==> src/rtl/bavg_pkg.sv <==
package bavg_pkg;

    localparam int SAMPLE_W   = 16;
    localparam int RUN_W      = 18;
    localparam int SUM_W      = 20;
    localparam int IDX_W      = 7;
    localparam int CFG_W      = 10;
    localparam int TILE       = 4;
    localparam int TILE_SHIFT = 2;
    localparam int MEAN_SHIFT = 4;
    localparam int ADDR_W     = 3;
    localparam int DATA_W     = 32;
    localparam int OUT_W      = 32;

    localparam logic [TILE_SHIFT-1:0] TILE_FIRST = '0;
    localparam logic [TILE_SHIFT-1:0] TILE_LAST  = TILE_SHIFT'(TILE - 1);

    localparam logic [CFG_W-1:0] RES_RESET = CFG_W'(512);

    // register index as decoded from paddr[2]
    localparam logic REG_RES_IN_USE = 1'b0;

    typedef struct packed {
        logic [TILE_SHIFT-1:0] col_lo;
        logic [TILE_SHIFT-1:0] row_lo;
        logic [IDX_W-1:0]      tile_row;
        logic [IDX_W-1:0]      tile_col;
        logic                  frame_end;
    } pos_info_t;

endpackage

==> src/rtl/box_average_downsample_4x4_core.sv <==
// The sample that completes a tile passes the a stage register, then the output register.
// Throughput: one sample per cycle unless a result waits on m_tready; the column-sum memory
//   is read on accept, written from the a stage, so back-to-back samples never wait on it.
// Reset (aresetn low, synchronous): position and running sum clear, res_in_use
//   returns to 512; column sums are written before they are read, so need no clear.
module box_average_downsample_4x4_core #(
    parameter int MAX_SIDE = 512
) (
    input  logic                            aclk,
    input  logic                            aresetn,
    // APB-style configuration
    input  logic                            psel,
    input  logic                            penable,
    input  logic                            pwrite,
    input  logic [bavg_pkg::ADDR_W-1:0]     paddr,
    input  logic [bavg_pkg::DATA_W-1:0]     pwdata,
    output logic [bavg_pkg::DATA_W-1:0]     prdata,
    output logic                            pready,
    // samples
    input  logic                            s_tvalid,
    output logic                            s_tready,
    input  logic [bavg_pkg::SAMPLE_W-1:0]   s_tdata,  // [15:0] height_sample
    // tile results
    output logic                            m_tvalid,
    input  logic                            m_tready,
    output logic [bavg_pkg::OUT_W-1:0]      m_tdata,  // [15:0] tile_mean, [22:16] tile_row,
                                                      // [29:23] tile_col, [31:30] zero
    output logic                            m_tlast   // frame_end
);

    localparam int CNT_W    = (MAX_SIDE > 2) ? $clog2(MAX_SIDE) : 1;
    localparam int SIDE_W   = $clog2(MAX_SIDE + 1);
    localparam int TC_W     = (CNT_W > bavg_pkg::TILE_SHIFT) ?
                              CNT_W - bavg_pkg::TILE_SHIFT : 1;
    localparam int CMP_W    = (SIDE_W > bavg_pkg::CFG_W) ? SIDE_W : bavg_pkg::CFG_W;
    localparam int SIDE_RST = (MAX_SIDE < 512) ? MAX_SIDE : 512;

    logic [bavg_pkg::CFG_W-1:0] res_reg;
    logic [SIDE_W-1:0]          side_reg, side_next;
    logic [CMP_W-1:0]           side_rnd;
    logic                       cfg_wr, restart;
    bavg_pkg::pos_info_t        info;
    logic [TC_W-1:0]            tc;

    always_comb begin
        cfg_wr  = psel && penable && pwrite;
        restart = cfg_wr && paddr[2] == bavg_pkg::REG_RES_IN_USE;

        // drop the low bits, then clamp to the supported range
        side_rnd = CMP_W'({pwdata[bavg_pkg::CFG_W-1:bavg_pkg::TILE_SHIFT],
                           bavg_pkg::TILE_FIRST});
        if (side_rnd < CMP_W'(bavg_pkg::TILE)) begin
            side_next = SIDE_W'(bavg_pkg::TILE);
        end else if (side_rnd > CMP_W'(MAX_SIDE)) begin
            side_next = SIDE_W'(MAX_SIDE);
        end else begin
            side_next = SIDE_W'(side_rnd);
        end

        prdata = (paddr[2] == bavg_pkg::REG_RES_IN_USE) ?
                 bavg_pkg::DATA_W'(res_reg) : '0;
    end

    assign pready = 1'b1;

    always_ff @(posedge aclk) begin
        if (!aresetn) begin
            res_reg  <= bavg_pkg::RES_RESET;
            side_reg <= SIDE_W'(SIDE_RST);
        end else if (restart) begin
            res_reg  <= pwdata[bavg_pkg::CFG_W-1:0];
            side_reg <= side_next;
        end
    end

    bavg_pos #(
        .MAX_SIDE (MAX_SIDE)
    ) u_pos (
        .aclk    (aclk),
        .aresetn (aresetn),
        .restart (restart),
        .advance (s_tvalid && s_tready),
        .side    (side_reg),
        .info    (info),
        .tc      (tc)
    );

    bavg_acc #(
        .MAX_SIDE (MAX_SIDE)
    ) u_acc (
        .aclk          (aclk),
        .aresetn       (aresetn),
        .restart       (restart),
        .s_tvalid      (s_tvalid),
        .s_tready      (s_tready),
        .height_sample (s_tdata),
        .info          (info),
        .tc            (tc),
        .m_tvalid      (m_tvalid),
        .m_tready      (m_tready),
        .m_tdata       (m_tdata),
        .m_tlast       (m_tlast)
    );

endmodule

==> src/rtl/bavg_pos.sv <==
module bavg_pos #(
    parameter int  MAX_SIDE = 512,
    localparam int CNT_W    = (MAX_SIDE > 2) ? $clog2(MAX_SIDE) : 1,
    localparam int SIDE_W   = $clog2(MAX_SIDE + 1),
    localparam int TC_W     = (CNT_W > bavg_pkg::TILE_SHIFT) ?
                              CNT_W - bavg_pkg::TILE_SHIFT : 1
) (
    input  logic                aclk,
    input  logic                aresetn,
    input  logic                restart,
    input  logic                advance,
    input  logic [SIDE_W-1:0]   side,
    output bavg_pkg::pos_info_t info,
    output logic [TC_W-1:0]     tc
);

    logic [CNT_W-1:0] col_reg, col_next;
    logic [CNT_W-1:0] row_reg, row_next;
    logic [CNT_W-1:0] col_eff, row_eff;
    logic             col_last, row_last;

    always_comb begin
        // wrap a stale position back into the frame
        col_eff  = (SIDE_W'(col_reg) >= side) ? '0 : col_reg;
        row_eff  = (SIDE_W'(row_reg) >= side) ? '0 : row_reg;
        col_last = (SIDE_W'(col_eff) == side - SIDE_W'(1));
        row_last = (SIDE_W'(row_eff) == side - SIDE_W'(1));

        if (col_last) begin
            col_next = '0;
            row_next = row_last ? '0 : row_eff + CNT_W'(1);
        end else begin
            col_next = col_eff + CNT_W'(1);
            row_next = row_eff;
        end

        info.col_lo    = col_eff[bavg_pkg::TILE_SHIFT-1:0];
        info.row_lo    = row_eff[bavg_pkg::TILE_SHIFT-1:0];
        info.tile_col  = bavg_pkg::IDX_W'(col_eff >> bavg_pkg::TILE_SHIFT);
        info.tile_row  = bavg_pkg::IDX_W'(row_eff >> bavg_pkg::TILE_SHIFT);
        info.frame_end = col_last && row_last;
        tc             = TC_W'(col_eff >> bavg_pkg::TILE_SHIFT);
    end

    always_ff @(posedge aclk) begin
        if (!aresetn || restart) begin
            col_reg <= '0;
            row_reg <= '0;
        end else if (advance) begin
            col_reg <= col_next;
            row_reg <= row_next;
        end
    end

    a_wrap_after_last: assert property (@(posedge aclk) disable iff (!aresetn)
        advance && info.frame_end |=> col_reg == '0 && row_reg == '0)
        else $error("position did not wrap after last sample");

endmodule

==> src/rtl/bavg_acc.sv <==
module bavg_acc #(
    parameter int  MAX_SIDE = 512,
    localparam int CNT_W    = (MAX_SIDE > 2) ? $clog2(MAX_SIDE) : 1,
    localparam int TC_W     = (CNT_W > bavg_pkg::TILE_SHIFT) ?
                              CNT_W - bavg_pkg::TILE_SHIFT : 1,
    localparam int TC_N     = MAX_SIDE / bavg_pkg::TILE
) (
    input  logic                           aclk,
    input  logic                           aresetn,
    input  logic                           restart,
    input  logic                           s_tvalid,
    output logic                           s_tready,
    input  logic [bavg_pkg::SAMPLE_W-1:0]  height_sample,
    input  bavg_pkg::pos_info_t            info,
    input  logic [TC_W-1:0]                tc,
    output logic                           m_tvalid,
    input  logic                           m_tready,
    output logic [bavg_pkg::OUT_W-1:0]     m_tdata,
    output logic                           m_tlast
);

    logic [bavg_pkg::SUM_W-1:0] col_sum_mem [TC_N];

    logic [bavg_pkg::RUN_W-1:0] run_sum_reg, run_sum_next;
    logic [bavg_pkg::SUM_W-1:0] rd_data_reg;

    logic                       a_vld_reg;
    logic [bavg_pkg::RUN_W-1:0] a_run_reg;
    bavg_pkg::pos_info_t        a_info_reg;
    logic [TC_W-1:0]            a_tc_reg;

    logic                         m_vld_reg;
    logic [bavg_pkg::SAMPLE_W-1:0] mean_reg;
    logic [bavg_pkg::IDX_W-1:0]    row_reg, col_reg;
    logic                         last_reg;

    logic                       s_fire, a_fire, a_wr, a_emit, out_free;
    logic [bavg_pkg::SUM_W-1:0] total;

    always_comb begin
        a_wr     = a_info_reg.col_lo == bavg_pkg::TILE_LAST;
        a_emit   = a_wr && a_info_reg.row_lo == bavg_pkg::TILE_LAST;
        out_free = !m_vld_reg || m_tready;
        a_fire   = a_vld_reg && (!a_emit || out_free);
        s_tready = !a_vld_reg || a_fire;
        s_fire   = s_tvalid && s_tready;

        if (info.col_lo == bavg_pkg::TILE_FIRST) begin
            run_sum_next = bavg_pkg::RUN_W'(height_sample);
        end else begin
            run_sum_next = run_sum_reg + bavg_pkg::RUN_W'(height_sample);
        end

        // top row of a tile starts the column sum afresh
        if (a_info_reg.row_lo == bavg_pkg::TILE_FIRST) begin
            total = bavg_pkg::SUM_W'(a_run_reg);
        end else begin
            total = rd_data_reg + bavg_pkg::SUM_W'(a_run_reg);
        end
    end

    always_ff @(posedge aclk) begin
        if (s_fire) begin
            rd_data_reg <= col_sum_mem[tc];
        end
        if (a_fire && a_wr) begin
            col_sum_mem[a_tc_reg] <= total;
        end
    end

    always_ff @(posedge aclk) begin
        if (!aresetn) begin
            run_sum_reg <= '0;
            a_vld_reg   <= 1'b0;
            m_vld_reg   <= 1'b0;
        end else begin
            if (restart) begin
                run_sum_reg <= '0;
            end else if (s_fire) begin
                run_sum_reg <= run_sum_next;
            end

            if (s_fire) begin
                a_vld_reg <= 1'b1;
            end else if (a_fire) begin
                a_vld_reg <= 1'b0;
            end

            if (a_fire && a_emit) begin
                m_vld_reg <= 1'b1;
            end else if (m_tready) begin
                m_vld_reg <= 1'b0;
            end
        end
    end

    always_ff @(posedge aclk) begin
        if (s_fire) begin
            a_run_reg  <= run_sum_next;
            a_info_reg <= info;
            a_tc_reg   <= tc;
        end
        if (a_fire && a_emit) begin
            mean_reg <= bavg_pkg::SAMPLE_W'(total >> bavg_pkg::MEAN_SHIFT);
            row_reg  <= a_info_reg.tile_row;
            col_reg  <= a_info_reg.tile_col;
            last_reg <= a_info_reg.frame_end;
        end
    end

    assign m_tvalid = m_vld_reg;
    assign m_tlast  = last_reg;
    assign m_tdata  = {{(bavg_pkg::OUT_W - bavg_pkg::SAMPLE_W - 2 * bavg_pkg::IDX_W){1'b0}},
                       col_reg, row_reg, mean_reg};

    a_hold_stage: assert property (@(posedge aclk) disable iff (!aresetn)
        a_vld_reg && a_emit && !out_free |=> a_vld_reg && $stable(a_info_reg))
        else $error("stalled tile request lost");

    a_ready_when_empty: assert property (@(posedge aclk) disable iff (!aresetn)
        !a_vld_reg |-> s_tready)
        else $error("input stalled with empty stage");

    a_last_is_corner: assert property (@(posedge aclk) disable iff (!aresetn)
        m_vld_reg && last_reg |-> row_reg == col_reg)
        else $error("frame end not on corner tile");

endmodule
==> config.mk <==
export PLATFORM = sky130hd
export DESIGN_NAME = box_average_downsample_4x4_core
export DESIGN_NICKNAME = d
export VERILOG_FILES = /design/src/rtl/bavg_pkg.sv /design/src/rtl/box_average_downsample_4x4_core.sv /design/src/rtl/bavg_pos.sv /design/src/rtl/bavg_acc.sv
export SDC_FILE = /design/constraint.sdc
export NUM_CORES = 2
export LEC_CHECK = 0
export ABC_AREA = 1
export BUFFER_PORTS_ARGS = -buffer_cell sky130_fd_sc_hd__clkbuf_2
export CORE_MARGIN = 5
export CORE_UTILIZATION = 50
export DETAILED_ROUTE_END_ITERATION = 8
export GPL_TIMING_DRIVEN = 0
export PLACE_DENSITY = 0.65
export REMOVE_ABC_BUFFERS = 1
export SETUP_SLACK_MARGIN = 0.3
export SLEW_MARGIN = 20
export SYNTH_ARGS = -nofsm -noshare
export SYNTH_HDL_FRONTEND = slang
export SYNTH_SLANG_ARGS = --single-unit
==> constraint.sdc <==
create_clock -name aclk -period 9.1 [get_ports aclk]
set_input_delay 0.91 -clock aclk [delete_from_list [all_inputs] [get_ports aclk]]
set_output_delay 0.91 -clock aclk [all_outputs]
set_load 0.02 [all_outputs]
* After elaboration in Yosys (flattened, before gate mapping)
Memory sizes are Yosys's and may differ from the RTL's. A register that Yosys moved wholly into a read port is not among the register bits.
Index checks and enable logic that the tools add are counted.
W data, S select, Z words.
** Word-level totals
- Register bits after elaboration :: 126
- Bits in latches :: 0
- RAM bits :: 2560
- Bits in read-only memories :: 0
- Bits of input ports :: 58
- Output and inout bits :: 68
- Logic and storage cells :: 71
- Memories kept :: 1
** Memories
- u_acc.col_sum_mem :: words 128, bits a word 20, read ports 1, clocked after Yosys merged registers in 1, write ports 1, line bavg_acc.sv:22 : logic [bavg_pkg::SUM_W-1:0] col_sum_mem [TC_N];
** Operators by class
- Add/sub/neg operators :: 5
- Multipliers :: 0
- Divide/modulo/power cells :: 0
- $lt $le $gt $ge :: 4
- Equality and inequality tests :: 4
- Shift operators :: 0
- Muxes and demuxes :: 16
- Bitwise gates (word level) :: 2
- Reductions and logical operators :: 22
** Operators with widths (number)
- $mux W9 :: 5
- $mux W10 :: 3
- $add A20 B18 Y20 :: 1
- $eq A9 B10 Y1 :: 2
- $ge A9 B10 Y1 :: 2
- $mux W20 :: 1
- $add A18 B16 Y18 :: 1
- $add A9 B1 Y9 const B :: 2
- $mux W18 :: 1
- $gt A10 B10 Y1 const B :: 1
- $lt A10 B3 Y1 const B :: 1
- $sub A10 B1 Y10 const B :: 1
- $logic_and A1 B1 Y1 :: 9
- $mux W1 :: 6
- $eq A2 B2 Y1 const B :: 2
- $logic_not A1 Y1 :: 4
- $logic_not A2 Y1 :: 2
- $logic_or A1 B1 Y1 :: 4
- $reduce_bool A2 Y1 :: 2
- $not A1 Y1 :: 2
- $reduce_or A2 Y1 :: 1

* Longest topological paths before layout
- Depth after elaboration :: 8
- Depth in mapped cells :: 28

* Modules after synthesis
From an unflattened synthesis, not the netlist that was laid out.
** Second synthesis, totals
- Cell total of the unflattened synthesis :: 9705
- Area, all modules :: 112087.5 sq um
** Modules (own cells, without submodules)
- bavg_acc :: times used 1, cells each 9122, area an instance 108642.9 sq um
- bavg_pos :: times used 1, cells each 445, area an instance 2493.6 sq um
- box_average_downsample_4x4_core :: times used 1, cells each 138, area an instance 950.9 sq um

* Worst setup path after synthesis
OpenSTA, ideal clock, no wires.
- Kind :: reg2reg
- From :: register u_acc.a_run_reg[0] (netlist bit)
- To :: memory u_acc.col_sum_mem[0][16] (netlist bit) (data pin)
- Setup time :: 1205 ps
- Arrival :: 6891 ps
- Data required time :: 7895 ps
- Setup slack :: 1004 ps
- Cell stages (with the launch flop) :: 13
- Buffers on the path :: 0
- Period minus slack after synthesis :: 8096 ps
- Cells stage by stage :: edfxtp_1 -> ha_1 -> inv_1 -> fa_1 -> inv_1 -> a21oi_1 -> o21ai_0 -> a21boi_0 -> o21ai_0 -> nand3_1 -> nand2_1 -> nor2_1 -> o21ai_0
** Between the ends
- Cells in the longest elaborated chain, start to end :: 2
** RTL lines
- from (decl) :: line bavg_acc.sv:28 : logic [bavg_pkg::RUN_W-1:0] a_run_reg;
- from (signal assigned) :: line bavg_acc.sv:99 : a_run_reg <= run_sum_next;
- $add A20 B18 Y20 :: line bavg_acc.sv:58 : total = rd_data_reg + bavg_pkg::SUM_W'(a_run_reg);
- $mux W20 :: line bavg_acc.sv:55 : if (a_info_reg.row_lo == bavg_pkg::TILE_FIRST) begin
- via u_acc.total, one bit :: line bavg_acc.sv:38 : logic [bavg_pkg::SUM_W-1:0] total;
- to (decl) :: line bavg_acc.sv:22
The timed path passes the listed nets, and every way through them passes these cells.

* Final worst setup path
- From :: register u_pos.col_reg[2]
- To :: register u_acc.rd_data_reg[5] (netlist bit) (read register of u_acc.col_sum_mem) (data pin)
** Between the ends
- Cells in the longest elaborated chain, start to end :: 2
** RTL lines
- from (decl) :: line bavg_pos.sv:17 : logic [CNT_W-1:0] col_reg, col_next;
- from (signal assigned) :: line bavg_pos.sv:50 : col_reg <= col_next;
- $ge A9 B10 Y1 :: line bavg_pos.sv:24 : col_eff = (SIDE_W'(col_reg) >= side) ? '0 : col_reg;
- $mux W9 (*) :: line bavg_pos.sv:24
- to (decl) :: line bavg_acc.sv:25 : logic [bavg_pkg::SUM_W-1:0] rd_data_reg;
Mark *: on every way between the ends. The rest lies on a longest branch, timed or not.
A chain may end at the register's enable or synchronous reset.

==> results.md <==
* RR Startpoint: u_pos.col_reg[2]
* Yosys Warn Count at 0
* Antenna viol nets, final at 0
* Die Y at 491 um
* GRT busiest layer: met2
* CTS resizes at 0
* PD cells at 201 nW/um^2
* Setup CP Type: reg -> reg
* Die Width at 491 um
* Slew Limit Fails at 0
* Htree depth at 5
* Max transition margin at 29.4%
* FF-to-FF End: u_acc.rd_data_reg[5]
* Routed wire length per instance at 25.5 um
* GRT met2 Usage at 41.0%
* Ys async rst share at 0%
* Gpl congestion at 0.854
* Hold Path Class: in -> reg
* Worst-margin pin slew at 1060 ps
* Synth top area share at 68.7%
* Final min period at 6680 ps
* Max rail drop VDD at 232 uV
* Fmax achieved at 150 MHz
* I/O Buffers at 76
* Post-Syn Instances at 10100
* Cell area after layout at 132000 um^2
* Leakage at 47.0 nW
* Synthesized area at 116000 um^2
* Met1 Usage GRT at 38.3%
* Max Buffers Root-to-Sink at 4
* MaxCap Viol Count at 0
* Mean Syn Cell Area at 11.5 um^2
* Setup TNS at 0 ps
* Largest register FFs at 2560
* R2R Setup Slk at 2420 ps
* Vias per cell at 6.14
* Skew final at 42.3 ps
* Ratio of cells with drive above 1 in the final layout at 9.93%
* Seq pwr share at 53.3%
* Initial Util at 50.3%
* First-pass DRT Iterations at 6
* Post-synth top flop: edfxtp_1
* Hold buffers post-CTS at 0
* Core Area at 230000 um^2
* Placed cell area at 123000 um^2
* Setup Buffers After CTS at 0
* Root buf cell: clkbuf_16
* Grt ovf at 0
* Fin crit share at 73.4%
* Crit end category: flip-flop
* Via Count at 80800
* Initial antenna violation count at 7
* Net Sw Frac at 21.9%
* Worst-path clk slew at 60 ps
* Fillers at 18100
* Switching power of the nets at 5.79 mW
* Worst r2r path cells at 20
* Area Overhead vs Synth at 14.0%
* # DRC at 0
* Reg area at 80600 um^2
* Yosys top cell by area: edfxtp_1
* Critical Path RT at 9790 ps
* Synth unique cells at 49
* Commonest non-fill, non-tap cell in the layout: edfxtp_1
* RSZ-0062 raised after global routing: no
* Gr usage total at 27.1%
* Total Wirelength at 336 mm
* Comb pwr share at 5.4%
* Critical Path Source Type: flip-flop
* WP data arrival at 7370 ps
* Final net count at 10000
* Total clock sinks at 2704
* Crit path to: u_acc.rd_data_reg[5]
* Die ar. at 241000 um^2
* Status: finished clean
* Largest net degree at the start of global routing at 146
* Sequential share of the synthesized area at 69.6%
* Met3 usage at 5.78%
* First-pass GRT wire length at 496 mm
* Internal at 20.7 mW
* Area occupied by multi-input gates at 31000 um^2
* Vias in the first global route at 76300
* Site Rows at 176
* TritonCTS buffer count at 289
* CTS tree: done
* Worst skew pair latency at 950 ps
* Setup-failing EPs final at 0
* Ports at 126
* Post-synthesis register bit count at 2704
* Top post-synthesis cells by area: edfxtp_1 (69%), nand3_1 (8.7%), nand2_1 (5.8%)
* Commonest non-fill, non-tap cells in the layout: edfxtp_1 (2648), nand3_1 (1996), nand2_1 (1761), nor2_1 (693), nand4_1 (637)
* Initial detailed-routing violation count at 10500
* Worst Path Max Fanout at 142
* Dpl hpwl at 192 mm
* Hold Fails Final Rpt at 0
* EDFF count, synth at 2648
* Crit. Startpoint: u_pos.col_reg[2]
* Clock Power Share at 41.3%
==> worst min-delay path by stage <==
stage	depth (start not counted)	to	slack, ps	startpoint
floorplan	0	u_acc.m_tlast	400	u_acc.a_info_reg[0]
global placement	0	u_acc.row_reg[3]	410	u_acc.a_info_reg[11]
detailed placement	0	u_acc.row_reg[3]	410	u_acc.a_info_reg[11]
CTS	3	res_reg[0]	170	pwdata[0]
global route	3	res_reg[0]	230	pwdata[0]
finish	3	res_reg[0]	220	pwdata[0]
==> kinds of logic (layout without fill, tap and decap cells) <==
logic type | Yosys count | after routing | synth area share, %
and+or+nand+nor | 5406 | 5406 | 21.5
DFF | 2704 | 2704 | 69.6
buffers and inverters | 1270 | 1314 | 4.79
AOI/OAI and AO/OA | 616 | 616 | 3.40
adders and majority gates | 54 | 54 | 0.596
xor gates and xnor gates | 13 | 13 | 0.0983
other | 2 | 26 | 0.00649
==> critical path: stages, from the launching register on <==
cell and delay (ps):
dfxtp_4 850, inv_1 110, ha_1 310, inv_1 50, nor2_1 30, nand3_1 60
nand3_1 160, nand2_8 130, buf_16 290, nand3_4 630, buf_12 430, inv_16 300
buf_16 530, buf_16 500, nand3_1 170, nand3_1 120, nand3_1 180, nand3_1 310
nand3_1 320, nand3_1 430, nand2_1 120
==> layer usage <==
metal,vias to the layer above,part of all wire (%)
li1,35800,-
met1,39800,40
met2,4568,45
met3,694,11
met4,2,4.3
met5,-,0.0039
==> area by class of cell <==
class,instances,share of cell area [%]
inverter,518,1.51
clock buffer,354,5.83
sequential,2704,61.1
timing repair buffer,307,4.59
tap,3026,2.87
multi-input combinational,6114,23.5
antenna,1,0.00189
clock inverter,135,0.658
==> synth_stat cells, drive strengths merged, types with 4 or more instances <==
cell type / instances
edfxtp: 2648
nand3: 2012
nand2: 1777
nor2: 829
nand4: 637
buf: 533
inv: 517
o21bai: 282
clkbuf: 219
o21ai: 205
or2: 139
a21oi: 62
dfxtp: 56
ha: 52
o22ai: 43
xor2: 9
nor3: 7
o32ai: 6
a31oi: 4
xnor2: 4
==> power groups by stage <==
stage | clock network, mW | logic, mW | registers, mW
2_1_floorplan | 0 | 0.588 | 14.5
3_3_place_gp | 0 | 1.10 | 14.7
3_5_place_dp | 0 | 1.40 | 14.4
4_1_cts | 11.0 | 1.41 | 14.1
5_1_grt | 11.6 | 1.51 | 14.1
6_report | 10.9 | 1.43 | 14.1
==> through the flow <==
stage	power [mW]	utilization, %	setup slack, ps	hold WS [ps]	instances
finish	26.5	57.3	2420	225	13200
global route	27.2	57.3	2270	226	13200
CTS	26.6	57.3	2530	172	13200
detailed placement	15.8	53.6	2480	408	12700
global placement	15.8	50.6	-127200	405	12400
floorplan	15.1	-	-53000	400	9336
No activity file was read; power rests on OpenSTA's default activity.
